## src/design/pctd_pkg.sv

```systemverilog
package pctd_pkg;

  localparam int VALUE_WIDTH_DEF = 16;
  localparam int VALUE_FIELD_W   = 16;
  localparam int BLOCK_W         = 16;
  localparam int TOTAL_W         = 32;

  localparam int FIRST_DIV_A   = 2;
  localparam int FIRST_DIV_B   = 3;
  localparam int D_FIRST       = 5;
  localparam int D_STEP        = 6;
  localparam int PAIR_GAP      = 2;
  localparam int SQ_FIRST      = 25;
  localparam int INC_FIRST     = 96;
  localparam int INC_STEP      = 72;
  localparam int LARGEST_SMALL = 3;
  localparam int SMALLEST_PRIME = 2;

  typedef struct packed {
    logic [VALUE_FIELD_W-1:0] value;
    logic                     last_in_block;
  } in_beat_t;

  typedef struct packed {
    logic               is_prime;
    logic [BLOCK_W-1:0] block_primes;
    logic [TOTAL_W-1:0] total_primes;
    logic               block_end;
  } out_beat_t;

  localparam int STEP_W = 3;

  localparam logic [STEP_W-1:0] STEP_FETCH = 3'd0;
  localparam logic [STEP_W-1:0] STEP_SMALL = 3'd1;
  localparam logic [STEP_W-1:0] STEP_DIV   = 3'd2;
  localparam logic [STEP_W-1:0] STEP_CHECK = 3'd3;
  localparam logic [STEP_W-1:0] STEP_EMIT  = 3'd4;

  localparam logic [2:0] OP_FETCH = 3'd0;
  localparam logic [2:0] OP_SMALL = 3'd1;
  localparam logic [2:0] OP_DIV   = 3'd2;
  localparam logic [2:0] OP_CHECK = 3'd3;
  localparam logic [2:0] OP_EMIT  = 3'd4;
  localparam logic [2:0] OP_NOP   = 3'd5;

  typedef struct packed {
    logic [2:0]        op;
    logic [STEP_W-1:0] jmp_t;
    logic [STEP_W-1:0] jmp_f;
  } ucw_t;

  function automatic ucw_t ucode_rom(input logic [STEP_W-1:0] pc);
    ucw_t w;
    case (pc)
      STEP_FETCH: w = '{op: OP_FETCH, jmp_t: STEP_SMALL, jmp_f: STEP_FETCH};
      STEP_SMALL: w = '{op: OP_SMALL, jmp_t: STEP_EMIT,  jmp_f: STEP_DIV};
      STEP_DIV:   w = '{op: OP_DIV,   jmp_t: STEP_DIV,   jmp_f: STEP_CHECK};
      STEP_CHECK: w = '{op: OP_CHECK, jmp_t: STEP_EMIT,  jmp_f: STEP_DIV};
      STEP_EMIT:  w = '{op: OP_EMIT,  jmp_t: STEP_FETCH, jmp_f: STEP_EMIT};
      default:    w = '{op: OP_NOP,   jmp_t: STEP_FETCH, jmp_f: STEP_FETCH};
    endcase
    return w;
  endfunction

endpackage

```

## src/design/pctd_rem_unit.sv

```systemverilog
module pctd_rem_unit
  import pctd_pkg::*;
#(
  parameter int W = VALUE_WIDTH_DEF
) (
  input  logic         clk,
  input  logic         clear,
  input  logic         step,
  input  logic         bit_in,
  input  logic [W-1:0] divisor,
  output logic         rem_zero
);

  logic [W-1:0] rem_r;
  logic [W-1:0] rem_nxt;
  logic [W:0]   trial;

  always_comb begin
    trial   = {rem_r, bit_in};
    rem_nxt = rem_r;
    if (clear) begin
      rem_nxt = '0;
    end else if (step) begin
      if (trial >= {1'b0, divisor}) begin
        rem_nxt = W'(trial - {1'b0, divisor});
      end else begin
        rem_nxt = trial[W-1:0];
      end
    end
  end

  always_ff @(posedge clk) begin
    rem_r <= rem_nxt;
  end

  assign rem_zero = (rem_r == '0);

endmodule

```

## src/design/prime_count_trial_division_core.sv

```systemverilog
// Tests one unsigned value per beat for primality by trial division with the pair 2, 3 and then
// the divisor pairs 6k-1 and 6k+1, and counts primes per block and since reset, both counts
// saturating. A beat with last_in_block set returns the block count including itself and then
// clears it. A small microcoded sequencer drives two bit-serial remainder units that test a pair
// of divisors in parallel, one quotient bit per cycle. Values below 4 are settled in the SMALL
// step without division; otherwise each pair is tried by DIV steps over every value bit and then
// a CHECK step, and the loop ends at the first divisor found or when d*d exceeds the value, so
// even values and multiples of three end after the first pair. A finished result waits in the
// EMIT step until the output register is empty.
// A new value is taken while a finished result still waits in the output register.
module prime_count_trial_division_core
  import pctd_pkg::*;
#(
  parameter int VALUE_WIDTH = VALUE_WIDTH_DEF
) (
  input  logic      clk,
  input  logic      rst_n,
  input  logic      in_valid,
  output logic      in_ready,
  input  in_beat_t  in_data,
  output logic      out_valid,
  input  logic      out_ready,
  output out_beat_t out_data
);

  localparam int W  = VALUE_WIDTH;
  localparam int CW = $clog2(W);

  logic [STEP_W-1:0] pc_r, pc_nxt;
  ucw_t              uw;
  logic              cond;

  logic [W-1:0]  v_r, v_nxt;
  logic          last_r, last_nxt;
  logic          prime_r, prime_nxt;
  logic [W-1:0]  sh_r, sh_nxt;
  logic [CW-1:0] cnt_r, cnt_nxt;
  logic [W-1:0]  da_r, da_nxt;
  logic [W-1:0]  db_r, db_nxt;
  logic [W-1:0]  d_r, d_nxt;
  logic [W:0]    sq_r, sq_nxt;
  logic [W:0]    inc_r, inc_nxt;

  logic [BLOCK_W-1:0] block_r, block_nxt, block_inc;
  logic [TOTAL_W-1:0] total_r, total_nxt, total_inc;
  logic               out_valid_r, out_valid_nxt;
  out_beat_t          out_data_r, out_data_nxt;

  logic [31:0]  value_ext;
  logic [W-1:0] v_in;
  logic         rem_clear, rem_step;
  logic         zero_a, zero_b;
  logic         in_fire, slot_free, small_val, found, sq_over;

  assign value_ext = 32'(in_data.value);
  assign v_in      = value_ext[W-1:0];
  assign uw        = ucode_rom(pc_r);
  assign in_ready  = (uw.op == OP_FETCH);
  assign in_fire   = in_valid && in_ready;
  assign slot_free = !out_valid_r || out_ready;
  assign small_val = (v_r <= W'(LARGEST_SMALL));
  assign found     = zero_a || zero_b;
  assign sq_over   = (sq_r > {1'b0, v_r});

  assign block_inc = (block_r != '1) ? block_r + 1'b1 : block_r;
  assign total_inc = (total_r != '1) ? total_r + 1'b1 : total_r;

  pctd_rem_unit #(.W(W)) u_rem_a (
    .clk      (clk),
    .clear    (rem_clear),
    .step     (rem_step),
    .bit_in   (sh_r[W-1]),
    .divisor  (da_r),
    .rem_zero (zero_a)
  );

  pctd_rem_unit #(.W(W)) u_rem_b (
    .clk      (clk),
    .clear    (rem_clear),
    .step     (rem_step),
    .bit_in   (sh_r[W-1]),
    .divisor  (db_r),
    .rem_zero (zero_b)
  );

  always_comb begin
    v_nxt         = v_r;
    last_nxt      = last_r;
    prime_nxt     = prime_r;
    sh_nxt        = sh_r;
    cnt_nxt       = cnt_r;
    da_nxt        = da_r;
    db_nxt        = db_r;
    d_nxt         = d_r;
    sq_nxt        = sq_r;
    inc_nxt       = inc_r;
    block_nxt     = block_r;
    total_nxt     = total_r;
    out_valid_nxt = out_valid_r;
    out_data_nxt  = out_data_r;
    rem_clear     = 1'b0;
    rem_step      = 1'b0;
    cond          = 1'b0;

    if (out_valid_r && out_ready) begin
      out_valid_nxt = 1'b0;
    end

    case (uw.op)
      OP_FETCH: begin
        cond = in_fire;
        if (in_fire) begin
          v_nxt     = v_in;
          last_nxt  = in_data.last_in_block;
          sh_nxt    = v_in;
          cnt_nxt   = CW'(W - 1);
          da_nxt    = W'(FIRST_DIV_A);
          db_nxt    = W'(FIRST_DIV_B);
          d_nxt     = W'(D_FIRST);
          sq_nxt    = (W+1)'(SQ_FIRST);
          inc_nxt   = (W+1)'(INC_FIRST);
          rem_clear = 1'b1;
        end
      end
      OP_SMALL: begin
        cond      = small_val;
        prime_nxt = (v_r >= W'(SMALLEST_PRIME));
      end
      OP_DIV: begin
        cond     = (cnt_r != '0);
        rem_step = 1'b1;
        sh_nxt   = sh_r << 1;
        if (cnt_r != '0) begin
          cnt_nxt = cnt_r - 1'b1;
        end
      end
      OP_CHECK: begin
        cond      = found || sq_over;
        prime_nxt = !found;
        if (!found && !sq_over) begin
          sh_nxt    = v_r;
          cnt_nxt   = CW'(W - 1);
          da_nxt    = d_r;
          db_nxt    = W'(d_r + W'(PAIR_GAP));
          d_nxt     = W'(d_r + W'(D_STEP));
          sq_nxt    = (W+1)'(sq_r + inc_r);
          inc_nxt   = (W+1)'(inc_r + (W+1)'(INC_STEP));
          rem_clear = 1'b1;
        end
      end
      OP_EMIT: begin
        cond = slot_free;
        if (slot_free) begin
          out_valid_nxt = 1'b1;
          out_data_nxt.is_prime     = prime_r;
          out_data_nxt.block_primes = prime_r ? block_inc : block_r;
          out_data_nxt.total_primes = prime_r ? total_inc : total_r;
          out_data_nxt.block_end    = last_r;
          total_nxt = prime_r ? total_inc : total_r;
          if (last_r) begin
            block_nxt = '0;
          end else begin
            block_nxt = prime_r ? block_inc : block_r;
          end
        end
      end
      default: begin
        cond = 1'b1;
      end
    endcase

    pc_nxt = cond ? uw.jmp_t : uw.jmp_f;
  end

  always_ff @(posedge clk) begin
    if (!rst_n) begin
      pc_r        <= STEP_FETCH;
      block_r     <= '0;
      total_r     <= '0;
      out_valid_r <= 1'b0;
    end else begin
      pc_r        <= pc_nxt;
      block_r     <= block_nxt;
      total_r     <= total_nxt;
      out_valid_r <= out_valid_nxt;
    end
  end

  always_ff @(posedge clk) begin
    v_r        <= v_nxt;
    last_r     <= last_nxt;
    prime_r    <= prime_nxt;
    sh_r       <= sh_nxt;
    cnt_r      <= cnt_nxt;
    da_r       <= da_nxt;
    db_r       <= db_nxt;
    d_r        <= d_nxt;
    sq_r       <= sq_nxt;
    inc_r      <= inc_nxt;
    out_data_r <= out_data_nxt;
  end

  assign out_valid = out_valid_r;
  assign out_data  = out_data_r;

  a_block_le_total: assert property (@(posedge clk) disable iff (!rst_n)
    TOTAL_W'(block_r) <= total_r)
    else $error("block count exceeds total count");

  a_fetch_to_small: assert property (@(posedge clk) disable iff (!rst_n)
    in_fire |=> (pc_r == STEP_SMALL))
    else $error("accepted value did not start the test");

  a_div_nonzero: assert property (@(posedge clk) disable iff (!rst_n)
    (pc_r == STEP_DIV) |-> (da_r != '0) && (db_r != '0))
    else $error("remainder step with zero divisor");

  a_check_after_last_bit: assert property (@(posedge clk) disable iff (!rst_n)
    (pc_r == STEP_CHECK) |-> $past(pc_r) == STEP_DIV && $past(cnt_r) == '0)
    else $error("pair checked before the remainders finished");

  a_emit_loads_out: assert property (@(posedge clk) disable iff (!rst_n)
    (pc_r == STEP_EMIT) && slot_free |=> out_valid_r)
    else $error("emit step left the output register empty");

endmodule

```

## config.mk

```make
export PLATFORM = sky130hd
export DESIGN_NAME = prime_count_trial_division_core
export DESIGN_NICKNAME = d
export VERILOG_FILES = /design/src/design/pctd_pkg.sv /design/src/design/pctd_rem_unit.sv /design/src/design/prime_count_trial_division_core.sv
export SDC_FILE = /design/constraint.sdc
export NUM_CORES = 1
export LEC_CHECK = 0
export ABC_AREA = 1
export BUFFER_PORTS_ARGS = -buffer_cell sky130_fd_sc_hd__buf_2
export CORE_MARGIN = 3
export CORE_UTILIZATION = 50
export DETAILED_ROUTE_END_ITERATION = 6
export GPL_TIMING_DRIVEN = 0
export PLACE_DENSITY = 0.66
export SYNTH_ARGS = -nofsm -noshare
export SYNTH_HDL_FRONTEND = slang
export SYNTH_SLANG_ARGS = --single-unit
```

## constraint.sdc

```tcl
create_clock -name clk -period 4.8 [get_ports clk]
set_input_delay 0.96 -clock clk [delete_from_list [all_inputs] [get_ports clk]]
set_output_delay 0.96 -clock clk [all_outputs]
set_load 0.01 [all_outputs]
```

==> results.txt, run 1 <==
vias in the first global route - 11.94k
Tmin final - 3.074 ns
Hold Startpoint - u_rem_a.rem_r[10]$_SDFFE_PP0P_
Syn. warnings - 0
Final Hold Viols - 0
drt first pass iters - 6
Critical Path End Type - flip-flop
Internal - 4.431 mW
power per cell area - 416.7 mW/mm2
full die area - 0.03118 mm2
gr ovfl total - 0
root buf cell - clkbuf_16
RSZ-0062 raised after global routing - no
drt wl/cell - 15.45 um
core area - 0.02824 mm2
num rows - 61
VDD IR max - 322.5 uV
sequential area share after synthesis - 45.00%
Via density - 5.319
IO Port Bufs - 71
min-delay worst type - flip-flop to flip-flop
f_max - 325.3 MHz
IO Count - 73
max-slew violations - 0
CP max FO - 44
startpoint types - flip-flop
met3 WL post-DR - 1853 um
Antenna Cells - 0
initial DRC count - 978
Combinational Power Share - 27.1%
final net count - 2047
die width - 176.6 um
antenna violations before repair - 0
skew final - 0.01508 ns
Netlist Area Pre-Place - 0.01455 mm2
Critical Path RT - 5.00 ns
largest net degree at the start of global routing - 45
Critical Setup Path Class - flip-flop to flip-flop
top layer in use - met4
Antenna Violating Nets Remaining - 0
design area - 0.01622 mm2
critical path launch point - v_r[15]$_DFFE_PP_
first-pass GRT wire length - 58610 um
CTS Buffer Depth - 3
Tot Pwr - 6.759 mW
Max-slew headroom - 38.35%
DR DRC count - 0
# clock sinks - 246
outcome - complete, no violations
Yosys reg bits - 246
Final Core Density - 57.44%
Post-Syn Nets - 1945
# resized after CTS - 0
Top FF cell, synth - edfxtp_1
drt total wl - 36410 um
buffer count from post-CTS setup fixing - 0
ys async rst share - 0%
switching part of the total - 34.44%
Post-synth EDFFs - 162
via count - 12.54k
area grow syn2layout - 11.51%
metal2 WL - 17080 um
worst slew pin tran - 0.9237 ns
NetSw - 2.328 mW
Distinct cells, synth - 47
CTS tree - built
leakage - 7.099 nW
worst path arrival time - 3.28 ns
clock-pin slew on the worst setup and hold paths - 0.06 ns
total CTS buffers - 27
placed cell area - 0.01542 mm2
Clk pwr share - 27.9%
hpwl dp - 27720 um
maxcap violations - 0
worst r2r src - v_r[15]$_DFFE_PP_
GRT Total Usage - 22.99%
gpl congestion - 1.002
Metal-1 WL - 16480 um
synthesized instance count - 1857
CTS hold repair buffers - 0
layout cells sized above 1 - 8.085%
Clock Latency Late Sink - 0.53 ns
initial core utilization - 51.52%
post-synthesis average cell area - 7.834 um2
H-Tree Depth - 1
fin crit share - 64.04%
Die H - 176.6 um
endpoints failing setup - 0
share of power burned in registers - 45.1%
setup TNS - 0 ns
[critical path: stages, from the launching register on]
cell      delay (ns)
edfxtp_1        0.33
inv_1           0.09
ha_1            0.34
nand4_1         0.15
nor2_1          0.27
nand3_1         0.11
nand2_1         0.10
nand2_1         0.08
o21ai_1         0.40
buf_4           0.54
buf_12          0.31
[layout make-up]
cell class | instances | area (um2)
clock inverter | 13 | 70.07
tap | 378 | 473.0
multi-input combinational | 1272 | 6685
buffer | 52 | 245.2
sequential | 246 | 6546
timing repair buffer | 73 | 395.4
fill | 2682 | 12020
clock buffer | 36 | 729.5
inverter | 287 | 1077
[metal layers]
layer  up-vias  GRT usage [%]
li1       6375              -
met2       336          38.47
met4         0          6.841
met1      5768          31.62
met5         -              0
met3        57          2.559
[placed cells by master (no fill, tap or decap), types with 10 or more instances in the layout]
master,instances
edfxtp_1,162
a21oi_1,162
nand3b_1,12
xnor2_1,14
inv_1,279
dfxtp_1,84
clkbuf_16,27
nand2_1,442
xor2_1,42
o21a_1,10
o211ai_1,20
nand4_1,27
nor3_1,42
nor2_1,126
o21ai_1,41
o21ai_0,80
buf_2,80
ha_1,64
nand3_1,137
clkbuf_1,39
[kinds of logic after synthesis]
kind of cell / Yosys count / synth area share [%]
AO/OA/AOI/OAI: 328 / 12.09
XOR/XNOR: 56 / 3.371
adder cells (fa/ha/maj): 67 / 5.917
buffers and inverters: 339 / 9.065
flip-flops: 246 / 45.00
AND/OR/NAND/NOR: 821 / 24.56
[registers in the layout, indices dropped and copies added, names as in the netlist]
name	flops
cnt_r	4
sh_r	16
prime_r	1
last_r	1
block_r	16
v_r	16
inc_r	14
da_r	16
out_data	50
d_r	15
u_rem_a.rem_r	16
out_valid	1
db_r	15
sq_r	14
total_r	32
pc_r	3
u_rem_b.rem_r	16
[power by group through the flow]
| stage | clock network, mW | registers (mW) | logic [mW] |
|---|---|---|---|
| floorplan | 0 | 3.07 | 1.25 |
| global placement | 0 | 3.10 | 1.75 |
| detailed placement | 0 | 3.09 | 1.82 |
| CTS | 1.92 | 3.05 | 1.83 |
| global route | 2.01 | 3.09 | 2.07 |
| finish | 1.88 | 3.05 | 1.83 |
[final timing paths]
path / cells past startpoint / end / slack [ns]
max: 10 / d_r[15]$_SDFFCE_PP0P_ / 1.73
min: 2 / u_rem_a.rem_r[10]$_SDFFE_PP0P_ / 0.48
max reg2reg: 10 / d_r[15]$_SDFFCE_PP0P_ / 1.73
min reg2reg: 2 / u_rem_a.rem_r[10]$_SDFFE_PP0P_ / 0.48
[cells in the mapped netlist, types with 5 or more instances]
cell type  number  area, um2
a21oi_1       162      810.8
buf_2          10      50.05
clkbuf_1       33      123.9
dfxtp_1        84       1682
edfxtp_1      162       4865
ha_1           64      800.8
inv_1         279       1047
inv_2           7      26.28
nand2_1       442       1659
nand2_2         6      37.54
nand3_1       137      685.7
nand3b_1       12      90.09
nand4_1        27      168.9
nor2_1        127      476.7
nor3_1         42      210.2
nor4_1          5      31.28
o211ai_1       20      150.1
o21a_1         10      75.07
o21ai_0        80      400.4
o21ai_1        41      205.2
xnor2_1        14      122.6
xor2_1         42      367.9
[through the flow]
step | setup WS, ns | instances | hold slack, ns
finish | 1.726 | 2357 | 0.4845
global route | 1.484 | 2357 | 0.5010
CTS | 1.685 | 2357 | 0.4875
detailed placement | 1.644 | 2308 | 0.4660
global placement | 0.8137 | 2306 | 0.4712
floorplan | 1.602 | 1857 | 0.4479
No activity file was read; power rests on OpenSTA's default activity.
==> run 2, diff against run 1 <==
--- a/config.mk
+++ b/config.mk
@@ -11,7 +11,7 @@
 export CORE_UTILIZATION = 50
 export DETAILED_ROUTE_END_ITERATION = 6
 export GPL_TIMING_DRIVEN = 0
-export PLACE_DENSITY = 0.66
+export PLACE_DENSITY = 0.69
 export SYNTH_ARGS = -nofsm -noshare
 export SYNTH_HDL_FRONTEND = slang
 export SYNTH_SLANG_ARGS = --single-unit
==> constraint.sdc (replaced) <==
create_clock -name clk -period 2.65 [get_ports clk]
set_input_delay 0.53 -clock clk [delete_from_list [all_inputs] [get_ports clk]]
set_output_delay 0.53 -clock clk [all_outputs]
set_load 0.01 [all_outputs]
==> run 2 against run 1 <==
  * Non-clock buffer count is the same
  * Count of clock-buffer cells in the layout is 1 lower
  * Critical path depth unchanged
  * Largest power group unchanged
  * Total power rose by 87%
==> results.txt, run 2 (same netlist as run 1, synthesis figures left out) <==
outcome - complete, no violations
buffer count from post-CTS setup fixing - 0 (unchanged)
Hold WS - 0.1708 ns (-0.3137 ns)
# clock sinks - 246 (unchanged)
root buf cell - clkbuf_16
full die area - 0.03118 mm2 (unchanged)
hpwl dp - 27390 um (-1.2%)
die width - 176.6 um (unchanged)
area grow syn2layout - 12.56%
DR DRC count - 0 (unchanged)
R2R Path End - db_r[1]$_SDFFCE_PP1P_
Critical Path Sink - db_r[1]$_SDFFCE_PP1P_
gpl congestion - 0.9461 (-5.6%)
Antenna Violating Nets Remaining - 0 (unchanged)
Critical Path RT - 2.87 ns (-2.13 ns)
initial DRC count - 1054 (+7.8%)
largest net degree at the start of global routing - 84 (+87%)
routing usage on met1 - 32.08% (+0.46 points)
layout cells sized above 1 - 8.678% (+0.59 points)
startpoint types - flip-flop
H-Tree Depth - 1 (unchanged)
FF-to-FF path depth - 10 (unchanged)
RSZ-0062 raised after global routing - no
core area - 0.02824 mm2 (unchanged)
CTS tree - built
Non-Filler Instances - 2360 (+0.13%)
skew final - 0.01281 ns (-0.002267 ns)
min-delay worst type - input port to flip-flop
Critical Setup Path Class - flip-flop to flip-flop
first-pass GRT wire length - 58730 um (+0.20%)
max reg flops - 50 (unchanged)
commonest non-fill, non-tap cell in the layout - nand2_1
leakage - 7.150 nW (+0.71%)
power per cell area - 772.0 mW/mm2 (+85%)
antenna violations before repair - 0 (unchanged)
endpoints failing setup - 0 (unchanged)
vias in the first global route - 11.76k (-1.5%)
Final Hold Viols - 0 (unchanged)
total CTS buffers - 28 (+3.7%)
VDD IR max - 442.4 uV (+37%)
most frequent cells in the layout - 441 x nand2_1, 279 x inv_1, 162 x a21oi_1, 162 x edfxtp_1, 137 x nand3_1
f_max - 404.2 MHz (+24%)
Clock Latency Late Sink - 0.55 ns (+0.02 ns)
drt wl/cell - 15.52 um (+0.46%)
max-slew violations - 0 (unchanged)
Final Core Density - 57.98% (+0.54 points)
IO Port Bufs - 71 (unchanged)
initial core utilization - 51.52% (unchanged)
via count - 12.71k (+1.4%)
Critical Path End Type - flip-flop
grt peak-use layer - met2
dpl cells - 2306 (-0.087%)
flop2flop setup slack - 0.18 ns (-1.55 ns)
maxcap violations - 0 (unchanged)
drt total wl - 36630 um (+0.59%)
num rows - 61 (unchanged)
Die H - 176.6 um (unchanged)
Max-slew headroom - 39.41% (+1.1 points)
clock-pin slew on the worst setup and hold paths - 0.06 ns (about the same)
critical path launch point - v_r[15]$_DFFE_PP_
gr ovfl total - 0 (unchanged)
IO Count - 73 (unchanged)
GRT Total Usage - 23.00% (about the same)
worst slew pin tran - 0.9078 ns (-0.01582 ns)
Antenna Cells - 0 (unchanged)
final net count - 2048 (+0.049%)
CTS Buffer Depth - 3 (unchanged)
drt first pass iters - 5 (-1)
worst r2r src - v_r[15]$_DFFE_PP_
worst path arrival time - 2.70 ns (-0.58 ns)
Tot Pwr - 12.64 mW (+87%)
routing usage on met2 - 37.81% (-0.66 points)
CP max FO - 41 (-6.8%)
Via density - 5.384 (+1.2%)
routing usage on met3 - 2.387% (-0.17 points)
fin crit share - 93.35% (+29 points)
Tmin final - 2.474 ns (-0.6000 ns)
==> run 2: power by group <==
group | internal, mW | switching (mW)
logic | 1.07 | 2.29
registers | 5.05 | 0.464
clock network | 2.16 | 1.61
==> run 2: area by class of cell <==
type	count	area (um2)
inverter	287	1077
multi-input combinational	1272	6715
tap	378	473.0
sequential	246	6546
clock inverter	17	142.6
fill	2599	11870
clock buffer	35	767.0
buffer	52	262.8
timing repair buffer	73	390.4
==> run 2: repair_timing <==
action / CTS / global route
endpoints found under the setup margin: 99 / 80
cloned: 0 / 1
resized for setup: 8 / 8
hold buffers: 0 / 0
endpoints found under the hold margin: 0 / 0
==> run 2: critical path, stage by stage, from the launching register on <==
cell and delay [ns]:
edfxtp_1 0.36, inv_1 0.13, ha_1 0.28, nand4_1 0.15
inv_1 0.06, a21oi_1 0.22, nand3_1 0.10, nand2_1 0.09
nand2_1 0.11, o21ai_4 0.30, buf_8 0.34
==> run 2: per-layer routing <==
metal / up-vias / share of wire [%]
met3: 63 / 5.3
li1: 6379 / -
met4: 0 / 3.0
met2: 388 / 46
met5: - / 0
met1: 5876 / 45
==> run 2: worst min-delay path by stage <==
stage / from / to / slack (ns) / cells after the start
finish: in_data[15] / v_r[14]$_DFFE_PP_ / 0.17 / 1
global route: in_data[15] / v_r[14]$_DFFE_PP_ / 0.16 / 1
CTS: in_data[14] / v_r[13]$_DFFE_PP_ / 0.14 / 1
detailed placement: u_rem_b.rem_r[2]$_SDFFE_PP0P_ / u_rem_b.rem_r[2]$_SDFFE_PP0P_ / 0.48 / 2
global placement: last_r$_DFFE_PP_ / out_data[0]$_DFFE_PP_ / 0.47 / 0
floorplan: prime_r$_DFFE_PP_ / out_data[49]$_DFFE_PP_ / 0.45 / 0
==> run 2: through the flow <==
stage | cell area [um2] | setup TNS, ns | setup WS [ns]
final | 16370 | 0 | 0.1761
after global routing | 16370 | 0 | 0.04171
after CTS | 16310 | 0 | 0.05855
after detailed placement | 15380 | -47.43 | -0.5116
after global placement | 15380 | -45.50 | -0.4967
after floorplan | 14550 | 0 | 0.1493
